File: config.mk
export PLATFORM = sky130hd
export DESIGN_NAME = magnetometer_minmax_calibration_core
export DESIGN_NICKNAME = d
export VERILOG_FILES = /design/src/hdl/mmc_pkg.sv /design/src/hdl/mmc_front.sv /design/src/hdl/mmc_fifo.sv /design/src/hdl/mmc_back.sv /design/src/hdl/magnetometer_minmax_calibration_core.sv
export SDC_FILE = /design/constraint.sdc
export NUM_CORES = 1
export LEC_CHECK = 0
export BUFFER_PORTS_ARGS = -buffer_cell sky130_fd_sc_hd__buf_4
export CORE_MARGIN = 4
export CORE_UTILIZATION = 57
export CTS_CLUSTER_DIAMETER = 80
export DETAILED_ROUTE_END_ITERATION = 12
export PLACE_DENSITY = 0.75
export SLEW_MARGIN = 20
export SYNTH_ARGS = -nofsm -noshare
export SYNTH_HDL_FRONTEND = slang
export SYNTH_HIERARCHICAL = 1
export SYNTH_SLANG_ARGS = --single-unit
File: constraint.sdc
create_clock -name clk -period 8.6 [get_ports clk]
set_clock_uncertainty 0.05 [all_clocks]
set_input_delay 1.29 -clock clk [delete_from_list [all_inputs] [get_ports clk]]
set_output_delay 1.29 -clock clk [all_outputs]
set_load 0.05 [all_outputs]
File: src/hdl/mmc_pkg.sv
// Package for the magnetometer min/max calibration core.
// Holds the widths, the queue entry type and the back-end state types.
// No dependencies.
package mmc_pkg;

    localparam int SAMPLE_BITS    = 16;
    localparam int GAIN_FRAC_BITS = 12;
    localparam int GAIN_BITS      = 16;

    // Range sum and 3*range both fit in two bits more than a range.
    localparam int SUM_W  = SAMPLE_BITS + 2;
    localparam int DEN_W  = SAMPLE_BITS + 2;
    localparam int NUM_W  = SUM_W + GAIN_FRAC_BITS;
    localparam int HI_W   = NUM_W - GAIN_BITS;
    localparam int CMP_W  = (HI_W > DEN_W) ? HI_W : DEN_W;
    localparam int CNT_W  = $clog2(GAIN_BITS);

    localparam int FIFO_DEPTH = 2;
    localparam int PTR_W      = (FIFO_DEPTH > 1) ? $clog2(FIFO_DEPTH) : 1;
    localparam int FILL_W     = $clog2(FIFO_DEPTH + 1);

    localparam logic [GAIN_BITS-1:0] GAIN_MAX = {GAIN_BITS{1'b1}};

    typedef logic signed [SAMPLE_BITS-1:0] sample_t;
    typedef logic [SAMPLE_BITS-1:0]        range_t;
    typedef logic [GAIN_BITS-1:0]          gain_t;

    typedef struct packed {
        sample_t offset_x;
        sample_t offset_y;
        sample_t offset_z;
        range_t  range_x;
        range_t  range_y;
        range_t  range_z;
    } mmc_item_t;

    typedef enum logic [2:0] {
        B_IDLE,
        B_SETUP,
        B_CHECK,
        B_DIV,
        B_DONE
    } back_state_t;

    typedef enum logic [1:0] {
        AXIS_X,
        AXIS_Y,
        AXIS_Z
    } axis_t;

endpackage

File: src/hdl/mmc_front.sv
// Front end: accepts samples, tracks per-axis peaks, forms offsets and ranges.
// Depends on mmc_pkg.
module mmc_front (
    input  logic                clk,
    input  logic                rst_n,
    input  logic                in_valid,
    output logic                in_ready,
    input  mmc_pkg::sample_t    mag_x,
    input  mmc_pkg::sample_t    mag_y,
    input  mmc_pkg::sample_t    mag_z,
    output logic                push_valid,
    input  logic                push_ready,
    output mmc_pkg::mmc_item_t  push_item
);
    import mmc_pkg::*;

    sample_t hi_x_reg, hi_y_reg, hi_z_reg;
    sample_t lo_x_reg, lo_y_reg, lo_z_reg;
    sample_t hi_x_next, hi_y_next, hi_z_next;
    sample_t lo_x_next, lo_y_next, lo_z_next;

    logic accept;

    function automatic sample_t half_sum(sample_t hi, sample_t lo);
        logic signed [SAMPLE_BITS:0] s;
        s = {hi[SAMPLE_BITS-1], hi} + {lo[SAMPLE_BITS-1], lo};
        return s[SAMPLE_BITS:1];
    endfunction

    function automatic range_t span(sample_t hi, sample_t lo);
        logic signed [SAMPLE_BITS:0] d;
        d = {hi[SAMPLE_BITS-1], hi} - {lo[SAMPLE_BITS-1], lo};
        return d[SAMPLE_BITS-1:0];
    endfunction

    assign in_ready   = push_ready;
    assign push_valid = in_valid;
    assign accept     = in_valid && push_ready;

    // Widen peaks with the incoming sample
    always_comb
    begin
        hi_x_next = (mag_x > hi_x_reg) ? mag_x : hi_x_reg;
        hi_y_next = (mag_y > hi_y_reg) ? mag_y : hi_y_reg;
        hi_z_next = (mag_z > hi_z_reg) ? mag_z : hi_z_reg;
        lo_x_next = (mag_x < lo_x_reg) ? mag_x : lo_x_reg;
        lo_y_next = (mag_y < lo_y_reg) ? mag_y : lo_y_reg;
        lo_z_next = (mag_z < lo_z_reg) ? mag_z : lo_z_reg;
    end

    always_comb
    begin
        push_item.offset_x = half_sum(hi_x_next, lo_x_next);
        push_item.offset_y = half_sum(hi_y_next, lo_y_next);
        push_item.offset_z = half_sum(hi_z_next, lo_z_next);
        push_item.range_x  = span(hi_x_next, lo_x_next);
        push_item.range_y  = span(hi_y_next, lo_y_next);
        push_item.range_z  = span(hi_z_next, lo_z_next);
    end

    always_ff @(posedge clk or negedge rst_n)
    begin
        if (!rst_n)
        begin
            hi_x_reg <= '0;
            hi_y_reg <= '0;
            hi_z_reg <= '0;
            lo_x_reg <= '0;
            lo_y_reg <= '0;
            lo_z_reg <= '0;
        end
        else if (accept)
        begin
            hi_x_reg <= hi_x_next;
            hi_y_reg <= hi_y_next;
            hi_z_reg <= hi_z_next;
            lo_x_reg <= lo_x_next;
            lo_y_reg <= lo_y_next;
            lo_z_reg <= lo_z_next;
        end
    end

endmodule

File: src/hdl/mmc_fifo.sv
// Short register queue between front and back ends.
// Depends on mmc_pkg.
module mmc_fifo (
    input  logic                clk,
    input  logic                rst_n,
    input  logic                push_valid,
    output logic                push_ready,
    input  mmc_pkg::mmc_item_t  push_item,
    output logic                pop_valid,
    input  logic                pop_ready,
    output mmc_pkg::mmc_item_t  pop_item
);
    import mmc_pkg::*;

    mmc_item_t         slot_reg [FIFO_DEPTH];
    logic [PTR_W-1:0]  wr_ptr_reg, rd_ptr_reg;
    logic [FILL_W-1:0] fill_reg;
    logic              do_push, do_pop;

    function automatic logic [PTR_W-1:0] bump(logic [PTR_W-1:0] p);
        return (p == PTR_W'(FIFO_DEPTH - 1)) ? '0 : p + PTR_W'(1);
    endfunction

    assign push_ready = (fill_reg != FILL_W'(FIFO_DEPTH));
    assign pop_valid  = (fill_reg != '0);
    assign pop_item   = slot_reg[rd_ptr_reg];
    assign do_push    = push_valid && push_ready;
    assign do_pop     = pop_valid && pop_ready;

    always_ff @(posedge clk)
    begin
        if (do_push)
        begin
            slot_reg[wr_ptr_reg] <= push_item;
        end
    end

    always_ff @(posedge clk or negedge rst_n)
    begin
        if (!rst_n)
        begin
            wr_ptr_reg <= '0;
            rd_ptr_reg <= '0;
            fill_reg   <= '0;
        end
        else
        begin
            if (do_push)
            begin
                wr_ptr_reg <= bump(wr_ptr_reg);
            end
            if (do_pop)
            begin
                rd_ptr_reg <= bump(rd_ptr_reg);
            end
            if (do_push && !do_pop)
            begin
                fill_reg <= fill_reg + FILL_W'(1);
            end
            else if (do_pop && !do_push)
            begin
                fill_reg <= fill_reg - FILL_W'(1);
            end
        end
    end

endmodule

File: src/hdl/mmc_back.sv
// Back end: shared restoring divider for the three soft-iron gains, output register.
// Depends on mmc_pkg.
module mmc_back (
    input  logic                clk,
    input  logic                rst_n,
    input  logic                pop_valid,
    output logic                pop_ready,
    input  mmc_pkg::mmc_item_t  pop_item,
    output logic                out_valid,
    input  logic                out_ready,
    output mmc_pkg::sample_t    offset_x,
    output mmc_pkg::sample_t    offset_y,
    output mmc_pkg::sample_t    offset_z,
    output mmc_pkg::gain_t      gain_x,
    output mmc_pkg::gain_t      gain_y,
    output mmc_pkg::gain_t      gain_z,
    output logic                gain_saturated
);
    import mmc_pkg::*;

    back_state_t       state_reg, state_next;
    axis_t             axis_reg, axis_next;
    mmc_item_t         item_reg, item_next;
    logic [SUM_W-1:0]  sum_reg, sum_next;
    logic [DEN_W-1:0]  den_reg, den_next;
    logic [DEN_W-1:0]  rem_reg, rem_next;
    gain_t             quo_reg, quo_next;
    logic [CNT_W-1:0]  cnt_reg, cnt_next;
    gain_t             gx_reg, gx_next, gy_reg, gy_next, gz_reg, gz_next;
    logic              sat_reg, sat_next;

    logic              out_valid_reg, out_valid_next;
    sample_t           ox_reg, ox_next, oy_reg, oy_next, oz_reg, oz_next;
    gain_t             ogx_reg, ogx_next, ogy_reg, ogy_next, ogz_reg, ogz_next;
    logic              osat_reg, osat_next;

    range_t            range_sel;
    logic [NUM_W-1:0]  num;
    logic [CMP_W-1:0]  hi_ext, den_ext;
    logic [DEN_W:0]    trial, trial_sub;
    logic              trial_ge;
    logic              gain_wr;
    gain_t             gain_val;
    logic              advance;

    assign num       = {sum_reg, {GAIN_FRAC_BITS{1'b0}}};
    assign hi_ext    = CMP_W'(num[NUM_W-1:GAIN_BITS]);
    assign den_ext   = CMP_W'(den_reg);
    assign trial     = {rem_reg, quo_reg[GAIN_BITS-1]};
    assign trial_sub = trial - {1'b0, den_reg};
    assign trial_ge  = (trial >= {1'b0, den_reg});
    assign pop_ready = (state_reg == B_IDLE);

    always_comb
    begin
        unique case (axis_reg)
            AXIS_X:  range_sel = item_reg.range_x;
            AXIS_Y:  range_sel = item_reg.range_y;
            AXIS_Z:  range_sel = item_reg.range_z;
            default: range_sel = item_reg.range_x;
        endcase
    end

    always_comb
    begin
        state_next     = state_reg;
        axis_next      = axis_reg;
        item_next      = item_reg;
        sum_next       = sum_reg;
        den_next       = den_reg;
        rem_next       = rem_reg;
        quo_next       = quo_reg;
        cnt_next       = cnt_reg;
        sat_next       = sat_reg;
        gain_wr        = 1'b0;
        gain_val       = quo_reg;
        advance        = 1'b0;
        out_valid_next = out_valid_reg;
        ox_next        = ox_reg;
        oy_next        = oy_reg;
        oz_next        = oz_reg;
        ogx_next       = ogx_reg;
        ogy_next       = ogy_reg;
        ogz_next       = ogz_reg;
        osat_next      = osat_reg;

        if (out_valid_reg && out_ready)
        begin
            out_valid_next = 1'b0;
        end

        unique case (state_reg)
            B_IDLE:
            begin
                if (pop_valid)
                begin
                    item_next  = pop_item;
                    sum_next   = SUM_W'(pop_item.range_x) + SUM_W'(pop_item.range_y)
                               + SUM_W'(pop_item.range_z);
                    axis_next  = AXIS_X;
                    sat_next   = 1'b0;
                    state_next = B_SETUP;
                end
            end
            B_SETUP:
            begin
                den_next   = DEN_W'(range_sel) + DEN_W'({range_sel, 1'b0});
                state_next = B_CHECK;
            end
            B_CHECK:
            begin
                // Quotient cannot fit (or range is zero): saturate this axis
                if (hi_ext >= den_ext)
                begin
                    gain_wr  = 1'b1;
                    gain_val = GAIN_MAX;
                    sat_next = 1'b1;
                    advance  = 1'b1;
                end
                else
                begin
                    rem_next   = hi_ext[DEN_W-1:0];
                    quo_next   = num[GAIN_BITS-1:0];
                    cnt_next   = '0;
                    state_next = B_DIV;
                end
            end
            B_DIV:
            begin
                rem_next = trial_ge ? trial_sub[DEN_W-1:0] : trial[DEN_W-1:0];
                quo_next = {quo_reg[GAIN_BITS-2:0], trial_ge};
                cnt_next = cnt_reg + CNT_W'(1);
                if (cnt_reg == CNT_W'(GAIN_BITS - 1))
                begin
                    gain_wr  = 1'b1;
                    gain_val = {quo_reg[GAIN_BITS-2:0], trial_ge};
                    advance  = 1'b1;
                end
            end
            B_DONE:
            begin
                if (!out_valid_reg || out_ready)
                begin
                    out_valid_next = 1'b1;
                    ox_next        = item_reg.offset_x;
                    oy_next        = item_reg.offset_y;
                    oz_next        = item_reg.offset_z;
                    ogx_next       = gx_reg;
                    ogy_next       = gy_reg;
                    ogz_next       = gz_reg;
                    osat_next      = sat_reg;
                    state_next     = B_IDLE;
                end
            end
            default:
            begin
                state_next = B_IDLE;
            end
        endcase

        if (advance)
        begin
            if (axis_reg == AXIS_Z)
            begin
                state_next = B_DONE;
            end
            else
            begin
                axis_next  = axis_t'(axis_reg + 2'd1);
                state_next = B_SETUP;
            end
        end
    end

    always_comb
    begin
        gx_next = gx_reg;
        gy_next = gy_reg;
        gz_next = gz_reg;
        if (gain_wr)
        begin
            unique case (axis_reg)
                AXIS_X:  gx_next = gain_val;
                AXIS_Y:  gy_next = gain_val;
                AXIS_Z:  gz_next = gain_val;
                default: gx_next = gain_val;
            endcase
        end
    end

    always_ff @(posedge clk or negedge rst_n)
    begin
        if (!rst_n)
        begin
            state_reg     <= B_IDLE;
            axis_reg      <= AXIS_X;
            cnt_reg       <= '0;
            out_valid_reg <= 1'b0;
        end
        else
        begin
            state_reg     <= state_next;
            axis_reg      <= axis_next;
            cnt_reg       <= cnt_next;
            out_valid_reg <= out_valid_next;
        end
    end

    always_ff @(posedge clk)
    begin
        item_reg <= item_next;
        sum_reg  <= sum_next;
        den_reg  <= den_next;
        rem_reg  <= rem_next;
        quo_reg  <= quo_next;
        sat_reg  <= sat_next;
        gx_reg   <= gx_next;
        gy_reg   <= gy_next;
        gz_reg   <= gz_next;
        ox_reg   <= ox_next;
        oy_reg   <= oy_next;
        oz_reg   <= oz_next;
        ogx_reg  <= ogx_next;
        ogy_reg  <= ogy_next;
        ogz_reg  <= ogz_next;
        osat_reg <= osat_next;
    end

    assign out_valid      = out_valid_reg;
    assign offset_x       = ox_reg;
    assign offset_y       = oy_reg;
    assign offset_z       = oz_reg;
    assign gain_x         = ogx_reg;
    assign gain_y         = ogy_reg;
    assign gain_z         = ogz_reg;
    assign gain_saturated = osat_reg;

endmodule

File: src/hdl/magnetometer_minmax_calibration_core.sv
// Top level of the magnetometer min/max calibration core.
// Depends on mmc_pkg, mmc_front, mmc_fifo and mmc_back.
//
// Channel | Handshake            | Payload
// --------+----------------------+---------------------------------------------
// input   | in_valid / in_ready  | mag_x, mag_y, mag_z (signed samples)
// output  | out_valid / out_ready| offset_x/y/z, gain_x/y/z, gain_saturated
//
// Each transaction passes through the back end in order: a pop, then per
// axis a setup, an overflow check and the divide steps of the shared restoring
// divider, one per gain bit, then the load of the output register. An axis
// that saturates at the check skips its divide steps. The divider sets the rate.
// The front end takes a sample in the same cycle it arrives, as long as the
// two-entry queue has room, so up to two samples wait behind the divider.
// Reset clears all peaks to zero and empties the queue; no clearing pass.
// A stalled output holds its result while the back end works on the next.
module magnetometer_minmax_calibration_core (
    input  logic              clk,
    input  logic              rst_n,
    input  logic              in_valid,
    output logic              in_ready,
    input  mmc_pkg::sample_t  mag_x,
    input  mmc_pkg::sample_t  mag_y,
    input  mmc_pkg::sample_t  mag_z,
    output logic              out_valid,
    input  logic              out_ready,
    output mmc_pkg::sample_t  offset_x,
    output mmc_pkg::sample_t  offset_y,
    output mmc_pkg::sample_t  offset_z,
    output mmc_pkg::gain_t    gain_x,
    output mmc_pkg::gain_t    gain_y,
    output mmc_pkg::gain_t    gain_z,
    output logic              gain_saturated
);
    import mmc_pkg::*;

    // Front end to queue
    logic      push_valid, push_ready;
    mmc_item_t push_item;

    // Queue to back end
    logic      pop_valid, pop_ready;
    mmc_item_t pop_item;

    // Track peaks and derive offsets and ranges at accept time
    mmc_front u_front (
        .clk        (clk),
        .rst_n      (rst_n),
        .in_valid   (in_valid),
        .in_ready   (in_ready),
        .mag_x      (mag_x),
        .mag_y      (mag_y),
        .mag_z      (mag_z),
        .push_valid (push_valid),
        .push_ready (push_ready),
        .push_item  (push_item)
    );

    // Decouple sample intake from the slow gain computation
    mmc_fifo u_fifo (
        .clk        (clk),
        .rst_n      (rst_n),
        .push_valid (push_valid),
        .push_ready (push_ready),
        .push_item  (push_item),
        .pop_valid  (pop_valid),
        .pop_ready  (pop_ready),
        .pop_item   (pop_item)
    );

    // Divide per axis, saturate, and hold the result for the consumer
    mmc_back u_back (
        .clk            (clk),
        .rst_n          (rst_n),
        .pop_valid      (pop_valid),
        .pop_ready      (pop_ready),
        .pop_item       (pop_item),
        .out_valid      (out_valid),
        .out_ready      (out_ready),
        .offset_x       (offset_x),
        .offset_y       (offset_y),
        .offset_z       (offset_z),
        .gain_x         (gain_x),
        .gain_y         (gain_y),
        .gain_z         (gain_z),
        .gain_saturated (gain_saturated)
    );

endmodule

; ---- Word level (Yosys, flattened, before mapping)
; Memory sizes are Yosys's and may differ from the RTL's.
; Cells that the tools add are included.
; W data, S select, Z words.
[word_totals]
reg_bits = 422
ramBits = 192
in_bits = 52
out_inout_bits = 99
word_cells = 140
mem_count = 1
[memory_table]
columns = memory, words, width, rd, rd_clocked_by_memory_dff, wr, line
row1 = u_fifo.slot_reg, 2, 96, 1, 0, 1, mmc_fifo.sv:15  ; mmc_item_t slot_reg [FIFO_DEPTH];
[op_classes]
n_addsub = 16
order_cmp = 8
eq_ne = 15
muxes = 42
bitwise = 1
reduce_logical = 23
[ops]
columns = cell, count
row1 = $mux W16, 9
row2 = $pmux W16 S2, 3
row3 = $add A16 B16 Y17, 4
row4 = $gt A16 B16 Y1, 3
row5 = $lt A16 B16 Y1, 3
row6 = $sub A16 B16 Y16, 3
row7 = $mux W18, 2
row8 = $pmux W18 S2, 1
row9 = $ge A19 B18 Y1, 1
row10 = $add A16 B17 Y18, 1
row11 = $add A18 B16 Y18, 1
row12 = $ge A14 B18 Y1, 1
row13 = $sub A18 B18 Y18, 1
row14 = $mux W3, 5
row15 = $pmux W3 S5, 1
row16 = $mux W2, 6
row17 = $reduce_and A2 Y1, 6
row18 = $mux W1, 11
row19 = $pmux W4 S2, 1
row20 = $reduce_bool A2 Y1, 4
row21 = $eq A3 B2 Y1 const B, 2
row22 = $ne A2 B1 Y1 const B, 3
row23 = $ne A3 B1 Y1 const B, 2
row24 = $logic_and A1 B1 Y1, 5
row25 = 20 further kinds, 26

; ---- Logic depth before layout (Yosys ltp)
; Gate-level depths: netlist of the first run.
[depth]
depth_word = 6
ltp_mapped = 27
ltp_nobuf = 26

; ---- Modules after synthesis
; Netlist of the first run, hierarchy kept.
[modules_own_cells]
columns = mod, instances, cells_each, area_per_inst_um2, seq_area_each_um2
row1 = mmc_back, 1, 962, 14036.0, 9619.2
row2 = mmc_front, 1, 1444, 11746.3, 2402.3
row3 = mmc_fifo, 1, 317, 7239.4, 5865.6

; ---- Least setup slack after synthesis of the first run
; OpenSTA, ideal clock, no wires.
[synth_timing]
path_type = input port to flip-flop
from = input port in_valid
to = memory u_fifo/slot_reg[0][0] (netlist bit), enable pin
setup_time_ps = 551
arrival_time_ps = 5464
t_required_ps = 7999
setup_slack_ps = 2535
stages = 3
path_buffers = 1
path_cell_list = buf_4 -> nand2_1 -> nor2_1
[synth_between]
elab_chain_len = 3
[synth_rtl]
columns = item, line
row1 = from (decl), magnetometer_minmax_calibration_core.sv:20  ; input logic in_valid,
row2 = $logic_and A1 B1 Y1, mmc_fifo.sv:27  ; assign do_push = push_valid && push_ready;
row3 = $mux W1, mmc_fifo.sv:32  ; if (do_push)
row4 = $mux W1 (not written as such), mmc_fifo.sv:34  ; slot_reg[wr_ptr_reg] <= push_item;
row5 = to (decl), mmc_fifo.sv:15
; Every way passes these cells.

==> impl_metrics.tcl, run 1 <==
set metrics [dict create \
    dp_hpwl_um 51580 \
    synthCells 2723 \
    final.min_clock_period_ps 6593 \
    syn_to_final_growth_pct 12.27 \
    ctsHtreeMaxLevel 3 \
    fillers 4168 \
    largest_register_ffs 192 \
    dpl-instance-area_sq_um 34820 \
    grt_overflow 0 \
    cp.depth 24 \
    initial_core_util_pct 58.11 \
    cp.required_ps 8990 \
    crit_path_frequent_cell "a21o_1" \
    ys_warn_count 6 \
    cts_made_buffers 66 \
    synth_edf_count 504 \
    slew_headroom_pct 27.99 \
    drc_errors 0 \
    nets 3201 \
    num_io_pins 151 \
    grt_max_degree 86 \
    critPathKind "in -> reg" \
    crit_slowest_cell "o41ai_1" \
    path_cells "buf_4, ha_1, a21o_1, a21o_1, a21o_1, a21o_1, a21o_1, a21o_1, a21oi_1, o21ai_2, o21ai_4, buf_4, mux2i_1, ha_1, inv_1, a21oi_1, o21ai_0, a21boi_0, o21ai_0, a21oi_1, o41ai_1, o2111ai_1, a21oi_1, xor2_1" \
    fp.dieH_um 248.7 \
    cts_resized 0 \
    dpl.cell_count 3555 \
    post_cts_buffers 0 \
    hold_viol 0 \
    finalSetupTns_ps 0 \
    holdPathStages 0 \
    postLayoutCellArea_sq_um 37070 \
    slew_viol_final 0 \
    detail_route.first_pass.iterations 6 \
    antenna_found_initial 1 \
    wl_um 72240 \
    die_area_sq_um 61850 \
    row_count 87 \
    endpoint_kind "flop" \
    worstPathMaxFanout 24 \
    synth-async-reset-ratio_pct 17.92 \
    max_stage_delay_ps 670 \
    r2r_cells 24 \
    post_synth.cell_area_avg_sq_um 12.13 \
    drv_cap 0 \
    core_sq_um 56820 \
    syn_area_sq_um 33020 \
    cts.path.max_buffers 3 \
    status "complete, no violations" \
    min_path_type "reg -> reg" \
    drive_above_1_share_pct 15.79 \
    hold_buffers 0 \
    clk_pin_slew_ps 60 \
    viasPerCell 5.785 \
    cp.arrival_ps 6980 \
    yosys.area.top_type_share_pct 45.83 \
    ys_seq_elements 614 \
    grt_pass1_wl_um 115700 \
    fmax_mhz 151.7 \
    clock_latency_ps 620 \
    via_count 21270 \
    tightest_slew_ps 1080 \
    drt_iter0_markers 1596 \
    yosysSeqAreaShare_pct 54.17 \
    ys_types 98 \
    ant_nets 0 \
    diodes 0 \
    routedWlPerCell_um 19.65 \
    min_period_over_period_pct 76.66 \
    worst_setup_path_start_kind "primary input" \
    stdcell_count 3676 \
    clock-root-buffer "clkbuf_16" \
    syn_nets 3057 \
    grt_pass1_vias 21580 \
    rsz0062_at_grt "no" \
    grt_use_total_pct 23.03 \
    synth_flop_cell "edfxtp_1" \
    clock-sinks 614 \
    worst-path-buf-inv 3 \
    cts_tree "done" \
    post-route-util_pct 65.24 \
    synth_area_leaders "edfxtp_1, ha_1, dfrtp_1" \
    die_w_um 248.7 \
    synth_top_area_cell "edfxtp_1" \
    gp_congestion 0.9050 \
    port_buffers 150 \
    path_delay_family "compound AO/OA/AOI/OAI gates" \
    setup_viol 0 \
]
[cell families (layout without fill, tap and decap cells)]
family          after synthesis  in the layout  share of synthesized area [%]
fa+ha+maj                   282            282                          11.25
simple gates                587            587                          8.472
flops                       614            614                          54.17
xor+xnor                    109            109                          2.891
compound gates              575            575                          11.82
buf+inv                     352            549                          4.338
mux                         204            204                          7.055
[cell type report]
cell class | instances | area [sq um] | area share, %
sequential | 614 | 17890 | 48.26
multi-input combinational | 1757 | 13750 | 37.10
clock buffer | 76 | 1730 | 4.668
timing repair buffer | 169 | 1272 | 3.432
inverter | 259 | 974.7 | 2.629
tap | 756 | 945.9 | 2.552
clock inverter | 45 | 505.5 | 1.364
[Yosys cell counts, types with 4 or more instances]
cell / instances
a31oi_1: 12
a211oi_1: 12
a21oi_1: 141
nand4_1: 21
nor2b_1: 27
a21boi_0: 5
buf_4: 5
mux2i_1: 73
nand2_1: 184
nor2_1: 163
nand3_1: 39
inv_1: 258
dfrtp_1: 110
fa_1: 25
and2_1: 7
a21o_1: 40
o31ai_1: 11
nor3b_1: 8
and3_1: 29
xnor2_1: 86
clkbuf_1: 61
edfxtp_1: 504
nor4_1: 13
o211ai_1: 9
mux2_4: 30
buf_6: 10
ha_1: 257
buf_2: 14
o21ai_0: 139
a211o_1: 23
a22oi_1: 19
a21oi_2: 4
a2111oi_0: 21
o21a_1: 27
or4_1: 5
or2_2: 9
xor2_1: 23
o41ai_1: 7
mux2_2: 98
or3_1: 6
o21ai_1: 20
nor3_1: 36
o21bai_1: 26
nand2b_1: 20
[worst paths after layout]
path	start	to	slack, ps
min in group asynchronous	rst_n	u_front/hi_z_reg[1]	670
worst max register to register	u_front/lo_z_reg[1]	u_fifo/slot_reg[0][15]	2380
worst min-delay path	u_back/gx_reg[13]	u_back/gain_x[13]	370
worst min register to register	u_back/gx_reg[13]	u_back/gain_x[13]	370
max in group asynchronous	rst_n	u_front/hi_x_reg[15]	6430
worst max-delay path	mag_z[1]	u_fifo/slot_reg[0][15]	2010
[routing by layer]
| layer | up-vias | part of all wire [%] | GRT usage [%] |
|---|---|---|---|
| li1 | 10190 | - | - |
| met2 | 600 | 48 | 37.99 |
| met1 | 10360 | 44 | 31.45 |
| met4 | 0 | 2.7 | 7.629 |
| met3 | 118 | 5.4 | 3.821 |
| met5 | - | 0 | 0 |
[metrics by stage]
step	hold WS [ps]	setup slack, ps
final	365.7	2007
after global routing	372.3	1482
after CTS	365.4	1829
after detailed placement	354.5	1235
after global placement	352.6	1321
after floorplan	350.3	2535
[placed cells by master (no fill, tap or decap), drive strengths merged, types with 27 or more instances in the layout]
cell type / Yosys / final
mux2: 130 / 130
xnor2: 86 / 86
clkbuf: 61 / 76
o21ai: 160 / 160
mux2i: 74 / 74
inv: 259 / 267
and3: 29 / 29
a21oi: 146 / 146
nand2: 185 / 185
edfxtp: 504 / 504
nor2b: 27 / 27
nor2: 164 / 164
dfrtp: 110 / 110
a21o: 40 / 40
ha: 257 / 257
o21a: 27 / 27
nand3: 39 / 39
nor3: 36 / 36
buf: 32 / 169
Power of run 1 is not shown: default switching activity piles up to over one toggle a cycle in this logic, so the estimate is an artifact.
==> run 2, diff against run 1 <==
clock period = 6.8 ns   (was 8.6 ns; I/O delays follow)
==> run 2 against run 1 <==
Compared with the run above:
- first-iteration DRC count decreased by 3.8%
- cell count increased by 0.27%
- register-to-register slack got worse by 1300 ps
- flip-flop and latch count stayed put
- critical path depth stayed put
- non-clock buffer count up 9
- via count is 0.54% higher
- count of clock-buffer cells in the layout grew 6
- sequential share of layout area shrank 0.11 points
- utilization increased by 0.15 points
- worst hold slack got worse by 1.9 ps
- global-route usage barely moved
==> impl_metrics.tcl, run 2 (synthesized netlist as in run 1, its figures left out) <==
set metrics [dict create \
    port_buffers 150 \
    min_path_type "reg -> reg" \
    detail_route.first_pass.iterations 5 \
    nets 3211 \
    grt_use_total_pct 23.00 \
    critPathKind "in -> reg" \
    min_period_over_period_pct 84.87 \
    stdcell_count 3686 \
    drt_iter0_markers 1536 \
    num_io_pins 151 \
    dpl-instance-area_sq_um 34890 \
    routedWlPerCell_um 19.50 \
    diodes 0 \
    endpoint_kind "flop" \
    clock-root-buffer "clkbuf_16" \
    grt_pass1_vias 21530 \
    hold_buffers 0 \
    setup_viol 0 \
    worst_setup_path_start_kind "primary input" \
    r2r_slack_ps 1120 \
    setup_slack_ps 1029 \
    slew_headroom_pct 28.47 \
    postLayoutCellArea_sq_um 37160 \
    clock_latency_ps 600 \
    grt_pass1_wl_um 115600 \
    clock-sinks 614 \
    drv_cap 0 \
    cts_resized 0 \
    hold_viol 0 \
    final.min_clock_period_ps 5771 \
    grt_overflow 0 \
    layout_commonest_cell "edfxtp_1" \
    cts.path.max_buffers 3 \
    drc_errors 0 \
    post_cts_buffers 0 \
    core_sq_um 56820 \
    initial_core_util_pct 58.11 \
    cp.arrival_ps 6050 \
    worstPathMaxFanout 7 \
    tightest_slew_ps 1073 \
    fp.dieH_um 248.7 \
    fmax_mhz 173.3 \
    ctsHtreeMaxLevel 3 \
    dp_hpwl_um 51850 \
    largest_register_ffs 192 \
    syn_to_final_growth_pct 12.52 \
    row_count 87 \
    ant_nets 0 \
    cts_tree "done" \
    gp_congestion 0.9070 \
    grt_max_degree 86 \
    slew_viol_final 0 \
    drive_above_1_share_pct 16.04 \
    wl_um 71860 \
    status "complete, no violations" \
    dpl.cell_count 3564 \
    viasPerCell 5.801 \
    die_area_sq_um 61850 \
    finalSetupTns_ps 0 \
    antenna_found_initial 1 \
    cp.required_ps 7080 \
    via_count 21380 \
    pre_cts_slack_ps 543.8 \
    clk_pin_slew_ps 60 \
    cts_made_buffers 67 \
    rsz0062_at_grt "no" \
    layout_common_cells "edfxtp_1, inv_1, ha_1" \
    die_w_um 248.7 \
]
==> run 2: stage by stage <==
| stage | utilization, % | hold WS [ps] |
|---|---|---|
| CTS | 65.39 | 365.5 |
| floorplan | - | 350.3 |
| global placement | 61.40 | 350.3 |
| global route | 65.39 | 367.2 |
| finish | 65.39 | 363.8 |
| detailed placement | 61.40 | 354.5 |
==> run 2: layer usage <==
| layer | up-vias | wire length [um] | GRT usage (%) |
|---|---|---|---|
| met1 | 10480 | 31840 | 31.97 |
| met4 | 2 | 1394 | 6.283 |
| met5 | - | 13 | 0 |
| li1 | 10210 | - | - |
| met2 | 595 | 34960 | 38.44 |
| met3 | 97 | 3656 | 3.174 |
==> run 2: final cells by class <==
| type | instances | area [sq um] |
|---|---|---|
| Inverter | 259 | 974.7 |
| Clock inverter | 40 | 456.7 |
| Clock buffer | 82 | 1805 |
| Tap cell | 756 | 945.9 |
| Timing Repair Buffer | 178 | 1336 |
| Fill cell | 4248 | 19670 |
| Multi-Input combinational cell | 1757 | 13750 |
| Sequential cell | 614 | 17890 |
==> run 2: worst max-delay path, stage by stage <==
cell      delay, ps
buf_4           140
ha_1            290
a21o_1          160
a21o_1          170
a21o_1          180
a21o_1          170
a21o_1          170
a21o_1          170
a21oi_1         150
o21ai_1         230
o21ai_4         280
mux2i_1         350
ha_1            300
nor2b_1         110
o21bai_1         90
a21oi_1         160
o21ai_0         120
a21oi_1         180
o21ai_0         140
a221oi_1        530
o41ai_1         180
o31ai_1         280
nor4bb_1        360
nor3_1          130
==> run 2: final timing paths <==
kind / start / to / cells past startpoint
min: u_back/item_reg[68] / u_back/offset_y[4] / 0
min in group asynchronous: rst_n / u_front/hi_z_reg[0] / 1
max in group asynchronous: rst_n / u_front/hi_x_reg[15] / 2
max: mag_z[1] / u_fifo/slot_reg[1][62] / 24
max reg2reg: u_front/lo_z_reg[1] / u_fifo/slot_reg[1][62] / 24
min reg2reg: u_back/item_reg[68] / u_back/offset_y[4] / 0
Power of run 2 is left out for the same reason.
